<file path="src/xoro_pkg.sv">
// shared types, opcodes and constants of the xoroshiro128+ generator
package xoro_pkg;

  localparam int WordW = 64;
  localparam int FracW = 53;
  localparam int SeedW = 32;
  localparam int JumpIdxW = 7;

  localparam logic [1:0] OP_SEED = 2'd0;
  localparam logic [1:0] OP_NEXT = 2'd1;
  localparam logic [1:0] OP_JUMP = 2'd2;

  localparam logic [WordW-1:0] GOLDEN_INC = 64'h9e3779b97f4a7c15;
  localparam logic [WordW-1:0] MIX_MUL_A  = 64'hbf58476d1ce4e5b9;
  localparam logic [WordW-1:0] MIX_MUL_B  = 64'h94d049bb133111eb;

  // word 0 in the low half, scanned from bit 0 upward
  localparam logic [2*WordW-1:0] JUMP_POLY = {64'hd86b048b86aa9922, 64'hbeac0467eba5facb};

  localparam int ROT_A = 55;
  localparam int SHL_B = 14;
  localparam int ROT_C = 36;
  localparam int MIX_SH0 = 30;
  localparam int MIX_SH1 = 27;
  localparam int MIX_SH2 = 31;
  localparam int FRAC_LSB = 11;

  // which partial product of the 64x64 multiply is taken this cycle
  typedef enum logic [1:0] {
    MP_LL = 2'd0,
    MP_LH = 2'd1,
    MP_HL = 2'd2
  } mul_phase_t;

  typedef struct packed {
    logic               ctr_load;
    logic               ctr_inc;
    logic               x_from_ctr;
    logic               x_from_prod;
    logic               mul_en;
    mul_phase_t         mul_phase;
    logic               mul_const_b;
    logic               store_low;
    logic               store_high;
    logic               advance;
    logic               emit;
    logic               jump_clr;
    logic               jump_step;
    logic [JumpIdxW-1:0] jump_bit;
    logic               jump_commit;
  } dp_cmd_t;

  function automatic logic [WordW-1:0] rotl(input logic [WordW-1:0] v, input int amt);
    rotl = (v << amt) | (v >> (WordW - amt));
  endfunction

endpackage

</file>
<file path="src/xoro_datapath.sv">
// state words, splitmix64 seeding datapath, jump accumulator and result register
module xoro_datapath (
  input  logic                          clk,
  input  logic                          rst,
  input  xoro_pkg::dp_cmd_t             cmd,
  input  logic [xoro_pkg::SeedW-1:0]    seed_value,
  output logic [xoro_pkg::FracW-1:0]    random_fraction,
  output logic                          result_valid
);

  logic [xoro_pkg::WordW-1:0] s_low, s_high;
  logic [xoro_pkg::WordW-1:0] acc_low, acc_high;
  logic [xoro_pkg::WordW-1:0] ctr, x, prod;

  logic [xoro_pkg::WordW-1:0] sum, hx, low_next, high_next, mix_out, mul_const;
  logic [31:0]                mul_a, mul_b;
  logic [63:0]                mul_p;
  logic [xoro_pkg::WordW-1:0] prod_next;

  always_comb begin
    sum       = s_low + s_high;
    hx        = s_high ^ s_low;
    low_next  = xoro_pkg::rotl(s_low, xoro_pkg::ROT_A) ^ hx ^ (hx << xoro_pkg::SHL_B);
    high_next = xoro_pkg::rotl(hx, xoro_pkg::ROT_C);
    mix_out   = prod ^ (prod >> xoro_pkg::MIX_SH2);
    mul_const = cmd.mul_const_b ? xoro_pkg::MIX_MUL_B : xoro_pkg::MIX_MUL_A;
  end

  // 64x64 product mod 2^64 from three 32x32 partial products
  always_comb begin
    unique case (cmd.mul_phase)
      xoro_pkg::MP_LL: begin
        mul_a = x[31:0];
        mul_b = mul_const[31:0];
      end
      xoro_pkg::MP_LH: begin
        mul_a = x[31:0];
        mul_b = mul_const[63:32];
      end
      xoro_pkg::MP_HL: begin
        mul_a = x[63:32];
        mul_b = mul_const[31:0];
      end
      default: begin
        mul_a = 32'd0;
        mul_b = 32'd0;
      end
    endcase
    mul_p = 64'(mul_a) * 64'(mul_b);
    if (cmd.mul_phase == xoro_pkg::MP_LL) begin
      prod_next = mul_p;
    end else begin
      prod_next = prod + {mul_p[31:0], 32'd0};
    end
  end

  always_ff @(posedge clk) begin
    if (rst) begin
      s_low        <= '0;
      s_high       <= '0;
      result_valid <= 1'b0;
    end else begin
      result_valid <= cmd.emit;
      if (cmd.advance) begin
        s_low  <= low_next;
        s_high <= high_next;
      end else if (cmd.jump_commit) begin
        s_low  <= acc_low;
        s_high <= acc_high;
      end else begin
        if (cmd.store_low) s_low <= mix_out;
        if (cmd.store_high) s_high <= mix_out;
      end
    end
  end

  always_ff @(posedge clk) begin
    if (cmd.emit) random_fraction <= sum[xoro_pkg::WordW-1:xoro_pkg::FRAC_LSB];
    if (cmd.ctr_load) begin
      ctr <= {{(xoro_pkg::WordW-xoro_pkg::SeedW){1'b0}}, seed_value} + xoro_pkg::GOLDEN_INC;
    end else if (cmd.ctr_inc) begin
      ctr <= ctr + xoro_pkg::GOLDEN_INC;
    end
    if (cmd.x_from_ctr) begin
      x <= ctr ^ (ctr >> xoro_pkg::MIX_SH0);
    end else if (cmd.x_from_prod) begin
      x <= prod ^ (prod >> xoro_pkg::MIX_SH1);
    end
    if (cmd.mul_en) prod <= prod_next;
    if (cmd.jump_clr) begin
      acc_low  <= '0;
      acc_high <= '0;
    end else if (cmd.jump_step && xoro_pkg::JUMP_POLY[cmd.jump_bit]) begin
      acc_low  <= acc_low ^ s_low;
      acc_high <= acc_high ^ s_high;
    end
  end

endmodule

</file>
<file path="src/xoro_ctrl.sv">
// controller state machine: opcode decode and sequencing of seed and jump
module xoro_ctrl (
  input  logic              clk,
  input  logic              rst,
  input  logic              start,
  input  logic [1:0]        opcode,
  output logic              busy,
  output xoro_pkg::dp_cmd_t cmd
);

  typedef enum logic [11:0] {
    ST_IDLE    = 12'b000000000001,
    ST_PRE     = 12'b000000000010,
    ST_MA0     = 12'b000000000100,
    ST_MA1     = 12'b000000001000,
    ST_MA2     = 12'b000000010000,
    ST_MID     = 12'b000000100000,
    ST_MB0     = 12'b000001000000,
    ST_MB1     = 12'b000010000000,
    ST_MB2     = 12'b000100000000,
    ST_STORE   = 12'b001000000000,
    ST_JUMP    = 12'b010000000000,
    ST_JCOMMIT = 12'b100000000000
  } state_t;

  state_t                        state, state_next;
  logic                          word_hi, word_hi_next;
  logic [xoro_pkg::JumpIdxW-1:0] cnt, cnt_next;

  assign busy = (state != ST_IDLE);

  always_comb begin
    state_next   = state;
    word_hi_next = word_hi;
    cnt_next     = cnt;
    cmd          = '0;
    cmd.jump_bit = cnt;
    unique case (state)
      ST_IDLE: begin
        if (start) begin
          priority if (opcode == xoro_pkg::OP_SEED) begin
            cmd.ctr_load = 1'b1;
            word_hi_next = 1'b0;
            state_next   = ST_PRE;
          end else if (opcode == xoro_pkg::OP_NEXT) begin
            cmd.advance = 1'b1;
            cmd.emit    = 1'b1;
          end else if (opcode == xoro_pkg::OP_JUMP) begin
            cmd.jump_clr = 1'b1;
            cnt_next     = '0;
            state_next   = ST_JUMP;
          end else begin
            state_next = ST_IDLE;
          end
        end
      end
      ST_PRE: begin
        cmd.x_from_ctr = 1'b1;
        state_next     = ST_MA0;
      end
      ST_MA0: begin
        cmd.mul_en    = 1'b1;
        cmd.mul_phase = xoro_pkg::MP_LL;
        state_next    = ST_MA1;
      end
      ST_MA1: begin
        cmd.mul_en    = 1'b1;
        cmd.mul_phase = xoro_pkg::MP_LH;
        state_next    = ST_MA2;
      end
      ST_MA2: begin
        cmd.mul_en    = 1'b1;
        cmd.mul_phase = xoro_pkg::MP_HL;
        state_next    = ST_MID;
      end
      ST_MID: begin
        cmd.x_from_prod = 1'b1;
        state_next      = ST_MB0;
      end
      ST_MB0: begin
        cmd.mul_en      = 1'b1;
        cmd.mul_const_b = 1'b1;
        cmd.mul_phase   = xoro_pkg::MP_LL;
        state_next      = ST_MB1;
      end
      ST_MB1: begin
        cmd.mul_en      = 1'b1;
        cmd.mul_const_b = 1'b1;
        cmd.mul_phase   = xoro_pkg::MP_LH;
        state_next      = ST_MB2;
      end
      ST_MB2: begin
        cmd.mul_en      = 1'b1;
        cmd.mul_const_b = 1'b1;
        cmd.mul_phase   = xoro_pkg::MP_HL;
        state_next      = ST_STORE;
      end
      ST_STORE: begin
        if (word_hi) begin
          cmd.store_high = 1'b1;
          state_next     = ST_IDLE;
        end else begin
          // first splitmix output done, bump the counter for the second
          cmd.store_low = 1'b1;
          cmd.ctr_inc   = 1'b1;
          word_hi_next  = 1'b1;
          state_next    = ST_PRE;
        end
      end
      ST_JUMP: begin
        cmd.jump_step = 1'b1;
        cmd.advance   = 1'b1;
        cnt_next      = cnt + 1'b1;
        if (cnt == {xoro_pkg::JumpIdxW{1'b1}}) state_next = ST_JCOMMIT;
      end
      ST_JCOMMIT: begin
        cmd.jump_commit = 1'b1;
        state_next      = ST_IDLE;
      end
      default: begin
        state_next = ST_IDLE;
      end
    endcase
  end

  always_ff @(posedge clk) begin
    if (rst) begin
      state   <= ST_IDLE;
      word_hi <= 1'b0;
      cnt     <= '0;
    end else begin
      state   <= state_next;
      word_hi <= word_hi_next;
      cnt     <= cnt_next;
    end
  end

endmodule

</file>
<file path="src/xoroshiro128plus_generator.sv">
// top level of the xoroshiro128+ generator with splitmix64 seeding
//
// A command beat is taken at a rising edge with start high and busy low;
// opcode selects seed, next or jump, seed_value is used by seed only.
// next: the 53-bit fraction (bits 63..11 of the state sum) appears on
//   random_fraction with result_valid high for one cycle, in the cycle after
//   the beat; busy stays low, so a next beat can be taken every cycle.
// seed: two splitmix64 rounds, each on one shared 32x32 multiplier taking
//   three partial products per 64-bit multiply; busy stays high until both state words are stored.
// jump: 128 generator steps with xor accumulation, one step a cycle, then
//   a commit of the accumulated words; busy stays high through the commit.
// opcode 3 is ignored and leaves busy low.
// Seed and jump give no result beat.
// Synchronous reset clears both state words, so next returns zero until a
// seed is done. Results are never held: the receiver must take each beat
// in its cycle.
module xoroshiro128plus_generator (
  input  logic                       clk,
  input  logic                       rst,
  input  logic                       start,
  output logic                       busy,
  input  logic [1:0]                 opcode,
  input  logic [xoro_pkg::SeedW-1:0] seed_value,
  output logic                       result_valid,
  output logic [xoro_pkg::FracW-1:0] random_fraction
);

  xoro_pkg::dp_cmd_t cmd;

  xoro_ctrl u_ctrl (
    .clk    (clk),
    .rst    (rst),
    .start  (start),
    .opcode (opcode),
    .busy   (busy),
    .cmd    (cmd)
  );

  xoro_datapath u_datapath (
    .clk             (clk),
    .rst             (rst),
    .cmd             (cmd),
    .seed_value      (seed_value),
    .random_fraction (random_fraction),
    .result_valid    (result_valid)
  );

endmodule
</file>
<file path="config.mk">
export PLATFORM = sky130hd
export DESIGN_NAME = xoroshiro128plus_generator
export DESIGN_NICKNAME = d
export VERILOG_FILES = /design/src/xoro_pkg.sv /design/src/xoro_datapath.sv /design/src/xoro_ctrl.sv /design/src/xoroshiro128plus_generator.sv
export SDC_FILE = /design/constraint.sdc
export NUM_CORES = 2
export LEC_CHECK = 0
export BUFFER_PORTS_ARGS = -buffer_cell sky130_fd_sc_hd__buf_2
export CORE_ASPECT_RATIO = 1.25
export CORE_UTILIZATION = 54
export DETAILED_ROUTE_END_ITERATION = 10
export PLACE_DENSITY_LB_ADDON = 0.2
export SLEW_MARGIN = 10
export SYNTH_ARGS = -nofsm -noshare
export SYNTH_HDL_FRONTEND = slang
export SYNTH_SLANG_ARGS = --single-unit
</file>
<file path="constraint.sdc">
create_clock -name clk -period 17.5 [get_ports clk]
set_clock_uncertainty 0.2 [all_clocks]
set_input_delay 2.625 -clock clk [delete_from_list [all_inputs] [get_ports clk]]
set_output_delay 2.625 -clock clk [all_outputs]
set_load 0.01 [all_outputs]
</file>
Word level (Yosys, flattened, before mapping) --
Memories as Yosys holds them, arrays and structs flattened. A register that Yosys moved wholly into a read port is not among the register bits. Cells that the tools add are included.
Cells by class: add/sub/neg operators 5, multiply operators 1, $lt $le $gt $ge 1, eq/ne operators 25, muxes and demuxes 52, bitwise logic cells 10, reductions and logical operators 18
Operators by type and width (number):
- 64-bit two-way mux | 11
- 64-bit XOR | 5
- 12-bit one-hot mux with 11 select lines | 1
- 64-bit adder | 2
- 32-bit one-hot mux with 2 select lines | 2
- 32-bit by 64-bit adder with 64-bit output, second input constant | 1
- 64-bit adder, second input constant | 1
- 32-bit by 32-bit multiplier with 64-bit output | 1
- 64-bit by 36-bit bitwise OR with 64-bit output | 1
- 64-bit by 55-bit bitwise OR with 64-bit output | 1
- 64-bit by 33-bit XOR with 64-bit output | 1
- 64-bit by 34-bit XOR with 64-bit output | 1
- 64-bit by 37-bit XOR with 64-bit output | 1
- 62-bit two-way mux | 1
- 12-bit two-way mux | 4
- 7-bit two-way mux | 6
- 1-bit two-way mux | 16
- 7-bit one-hot mux with 2 select lines | 1
- 12-bit by 1-bit == test with 1-bit output, second input constant | 1
- 12-bit by 10-bit == test with 1-bit output, second input constant | 1
- 12-bit by 11-bit == test with 1-bit output, second input constant | 1
- 12-bit == test, second input constant | 1
- 12-bit by 2-bit == test with 1-bit output, second input constant | 1
- 12-bit by 3-bit == test with 1-bit output, second input constant | 1
- other kinds (28) | 49
Storage, ports and cells: register bits after elaboration 522, memory bits (read-only) 128, input bits 37, logic and storage cells 125, memories 1
Memories:
- (name not given) | words 128, bits a word 1, read ports 1, clocked after memory_dff 1, write ports 0, line xoro_datapath.sv:93 | end else if (cmd.jump_step && xoro_pkg::JUMP_POLY[cmd.jump_bit]) begin

Logic depth before layout (Yosys ltp) --
word-level depth 9, gate-level depth with buffers 43, gate-level depth less buffers 40

Hierarchy --
A second synthesis with hierarchy kept.
Unflattened totals: cells, all modules 6446, area, all modules 59570.9 um^2
By module, submodules not included:
- xoro_datapath | instances 1, cells an instance 6313, area each 58374.7 um^2, sequential area each 12502.0 um^2
- xoro_ctrl | instances 1, cells an instance 133, area each 1196.1 um^2, sequential area each 400.4 um^2

Worst setup path after synthesis --
No wires, ideal clock.
path kind reg-to-reg, start register u_ctrl.state[2], end register u_datapath.prod[63] in the netlist's numbering (data pin), library setup time 0.262 ns, data arrival time 9.328 ns, data required time 17.038 ns, path slack 7.710 ns, stages on the path, launching flop included 41, buffers on the path 5, period minus slack after synthesis 9.790 ns, cell sequence dfxtp_1 > buf_6 > nor4_4 > and3_1 > nand2_1 > a21o_1 > buf_2 > buf_2 > mux2i_1 > nor2_1 > nand2_1 > nand2_1 > fa_1 > fa_1 > fa_1 > inv_1 > fa_1 > inv_1 > [... 5 more ...] > fa_1 > ha_1 > buf_2 > nand2_1 > a211o_1 > o221ai_1 > a21oi_1 > xnor2_1 > ha_1 > clkbuf_1 > nand2_1 > nor2_1 > and2_1 > o211ai_1 > a21oi_1 > o22ai_1 > xnor2_1 > mux2i_1
Between the ends: word-level cells in the longest chain between the ends 9
RTL lines:
- start, declared | line xoro_ctrl.sv:26 | state_t state, state_next;
- start signal, assigned | line xoro_ctrl.sv:132 | state <= state_next;
- 12-bit by 5-bit == test with 1-bit output (tied with other cells) | line xoro_ctrl.sv:38 | unique case (state)
- 2-bit OR reduction (no line)
- 3-bit one-hot mux with 3 select lines | line xoro_ctrl.sv:38
- 2-bit by 1-bit == test with 1-bit output (tied with other cells) | line xoro_datapath.sv:31 | unique case (cmd.mul_phase)
- 2-bit OR reduction (no line)
- 32-bit one-hot mux with 2 select lines | line xoro_datapath.sv:31
- 32-bit by 32-bit multiplier with 64-bit output | line xoro_datapath.sv:49 | mul_p = 64'(mul_a) * 64'(mul_b);
- 64-bit adder | line xoro_datapath.sv:53 | prod_next = prod + {mul_p[31:0], 32'd0};
- 64-bit two-way mux (*) | line xoro_datapath.sv:50 | if (cmd.mul_phase == xoro_pkg::MP_LL) begin
- via u_datapath.prod_next (one bit) | line xoro_datapath.sv:18 | logic [xoro_pkg::WordW-1:0] prod_next;
- end signal, assigned | line xoro_datapath.sv:89 | if (cmd.mul_en) prod <= prod_next;
- end, declared | line xoro_datapath.sv:13 | logic [xoro_pkg::WordW-1:0] ctr, x, prod;
The timed path passes the listed nets; every way through them passes the cells marked *. A chain may end at the register's enable or synchronous reset.

Worst setup path after layout --
start register u_ctrl.state[4], end register u_datapath.prod[63] in the netlist's numbering (data pin)
The elaborated chain is that of the path after synthesis.

==> flow_summary_export.csv <==
group,metric,value,unit
sta,setup-violations-final,0,
pwr,p_leak,29.8,nW
routing,wirelength,222,mm
sta,slew-limit-headroom,11.4,%
global_routing,grt_pass1_vias,49073,
clocking,cts-resized-gates,0,
global_routing,grt_pass1_wl,325,mm
die,start_util,54.5,%
routing,viasPerCell,5.96,
place,port-buffer-count,91,
clocking,cts_root_buffer,"clkbuf_16",
sta,drv_slew,0,
yosys,synthTopCellsByCount,"985 x inv_1, 828 x fa_1, 785 x nand2_1, 567 x nor2_1, 430 x ha_1",
worst_setup_path,worst_path_most_repeated_cell,"fa_1",
sta,fin_crit_sh,69.9,%
place,post-place-ws,5.49,ns
sta,rsz0062_at_grt,"false",
final_layout,layout.nets,7773,
yosys,syn_inst,6562,
clocking,hold_buffers,0,
sta,finalSetupTns,0,ns
clocking,cts_tree,"done",
yosys,synth_most_common_cell,"inv_1",
final_layout,fin_area,63400,um^2
routing,drt_iter0_drc,4189,
routing,vias,47480,
die,ios,92,
worst_setup_path,critical_path_peak_fanout,46,
worst_setup_path,setup.worst_path.start_class,"flip-flop",
yosys,yosys_warnings,0,
routing,post-route-drc-count,0,
yosys,async_flop_share,0,%
clocking,htree_levels,2,
global_routing,grt_start_max_net_pins,221,
yosys,ys.flop_type,"dfxtp_1",
die,coreArea,110000,um^2
routing,ant_nets,0,
yosys,synth_edf_count,245,
clocking,cts_setup_buffers,0,
die,die_x,300,um
die,rows,136,
final_layout,area_growth,5.80,%
clocking,cts_buffer_depth,3,
yosys,yosys.area.top_type,"fa_1",
clocking,numCtsBuffers,49,
routing,dr.pass1.iters,6,
yosys,synth_top_area_share,27.6,%
final_layout,drive_above_1_share,6.15,%
yosys,synth_area,60000,um^2
yosys,synth_cell_type_count,95,
clocking,clk_pin_slew,0.08,ns
place,postPlaceCellArea,61700,um^2
die,dieArea,112000,um^2
worst_setup_path,critPathSlowestCell,"nor2_1",
global_routing,grt_use_total,40.0,%
yosys,synth-seq-cells,523,
worst_setup_path,crit_path_max_incr_delay,1.02,ns
global_routing,antenna_found_initial,6,
sta,fin_crit,12.24,ns
die,dieHeight,375,um
global_routing,grt.overflow.total,0,
sta,postLayoutSetupSlackWorst,5.26,ns
place,hpwlAfterDp,180,mm
pwr,powerDensity,69.6,nW/um^2
worst_setup_path,required,17.68,ns
sta,hold_violations,0,
yosys,synthTopCellsByArea,"fa_1 28%, edfxtp_1 12%, dfxtp_1 9.3%",
hold_path,hp-class,"flip-flop to flip-flop",
place,place_congestion,1.04,
yosys,synth_area_per_cell,9.14,um^2
worst_setup_path,path_class,"flip-flop to flip-flop",
yosys,ys_seq_area_share,21.6,%
pwr,ir_worst_vdd,0.0730,mV
sta,tightest_slew,1.32,ns
worst_setup_path,worstPathArrival,12.41,ns
clocking,cts.sinks,523,
outcome,status,"completed",
clocking,clock_latency,0.64,ns
sta,fmax,81.7,MHz
job,maxCapViolCount,0,
worst_setup_path,end_kind,"flip-flop",
routing,wire_per_inst,27.9,um
-- critical path: cells and delay by family, from the launching register on --
family	cells	cell delay, ns
xor gates and xnor gates	2	0.54
AOI/OAI and AO/OA	8	2.05
buffers and inverters	4	0.97
and+or+nand+nor	12	3.39
adders and majority gates	10	4.28
DFF	1	0.39
muxes	1	0.09
-- per-layer routing --
metal | up-vias | GRT usage [%] | wire [um]
met1 | 23455 | 45.8 | 77800
met3 | 753 | 5.59 | 15500
li1 | 20980 | - | -
met4 | 6 | 33.5 | 23300
met5 | - | 0 | 43
met2 | 2286 | 66.4 | 106000
-- cells in the final DEF (no fill, tap or decap), types with 40 or more instances in the layout --
| master | n |
|---|---|
| inv_1 | 985 |
| fa_1 | 828 |
| nand2_1 | 784 |
| nor2_1 | 561 |
| ha_1 | 430 |
| a21oi_1 | 287 |
| xnor2_1 | 286 |
| xor2_1 | 281 |
| dfxtp_1 | 278 |
| edfxtp_1 | 245 |
| o21ai_0 | 189 |
| o211ai_1 | 165 |
| nand3_1 | 106 |
| a21o_1 | 98 |
| buf_2 | 90 |
| buf_4 | 72 |
| inv_2 | 58 |
| nor3_1 | 56 |
| clkbuf_16 | 54 |
| and2_1 | 41 |
| o21ai_1 | 40 |
-- state kept, by name, summed over array words and instances (netlist names), named ones only --
register,count
u_datapath.acc_high,64
u_datapath.acc_low,64
u_datapath.ctr,64
u_datapath.prod,64
u_datapath.s_high,64
u_datapath.s_low,64
u_datapath.x,64
u_datapath.random_fraction,53
u_ctrl.state,12
u_ctrl.cnt,7
u_ctrl.word_hi,1
u_datapath.result_valid,1
-- where the power goes --
part / internal (mW) / switching [mW] / total [mW]
registers: 1.35 / 0.0383 / 1.39
clock network: 0.647 / 0.517 / 1.16
logic: 0.671 / 1.19 / 1.86
-- cell families (layout without fill, tap and decap cells) --
group	Yosys count	count (layout)	share of synthesized area, %
flip-flops	523	523	21.6
adder cells (fa/ha/maj)	1258	1258	36.6
XOR/XNOR	567	567	8.28
AND/OR/NAND/NOR	1772	1772	12.7
other	1	4	0.00625
AO/OA/AOI/OAI	1031	1031	11.1
buffers and inverters	1345	1299	8.55
multiplexers	65	65	1.20
-- final timing paths --
path | slack [ns] | from | depth (start not counted) | end
worst min-delay path | 0.28 | u_datapath.s_high[58]$_SDFFE_PP0P_ | 2 | u_datapath.s_high[58]$_SDFFE_PP0P_
worst min register to register | 0.28 | u_datapath.s_high[58]$_SDFFE_PP0P_ | 2 | u_datapath.s_high[58]$_SDFFE_PP0P_
worst max register to register | 5.26 | u_ctrl.state[4]$_SDFFE_PP0P_ | 37 | u_datapath.prod[63]$_DFFE_PP_
worst max-delay path | 5.26 | u_ctrl.state[4]$_SDFFE_PP0P_ | 37 | u_datapath.prod[63]$_DFFE_PP_
-- per-stage QoR --
step	power, mW	utilization, %	hold slack, ns	instances
after floorplan	2.63	-	0.249	6563
after global placement	3.25	56.1	0.256	7876
after detailed placement	3.22	56.1	0.267	7876
after CTS	4.39	57.6	0.278	7966
after global routing	4.60	57.6	0.294	7966
final	4.41	57.6	0.278	7968
-- cell type report --
type | instances | area, um^2
fill | 9872 | 46700
clock inverter | 22 | 224
timing repair buffer | 163 | 1010
multi-input combinational | 4695 | 42100
sequential | 523 | 12900
tap | 1449 | 1810
antenna | 2 | 5.00
inverter | 1046 | 3930
clock buffer | 68 | 1470
(Power assumes the default switching activity.)
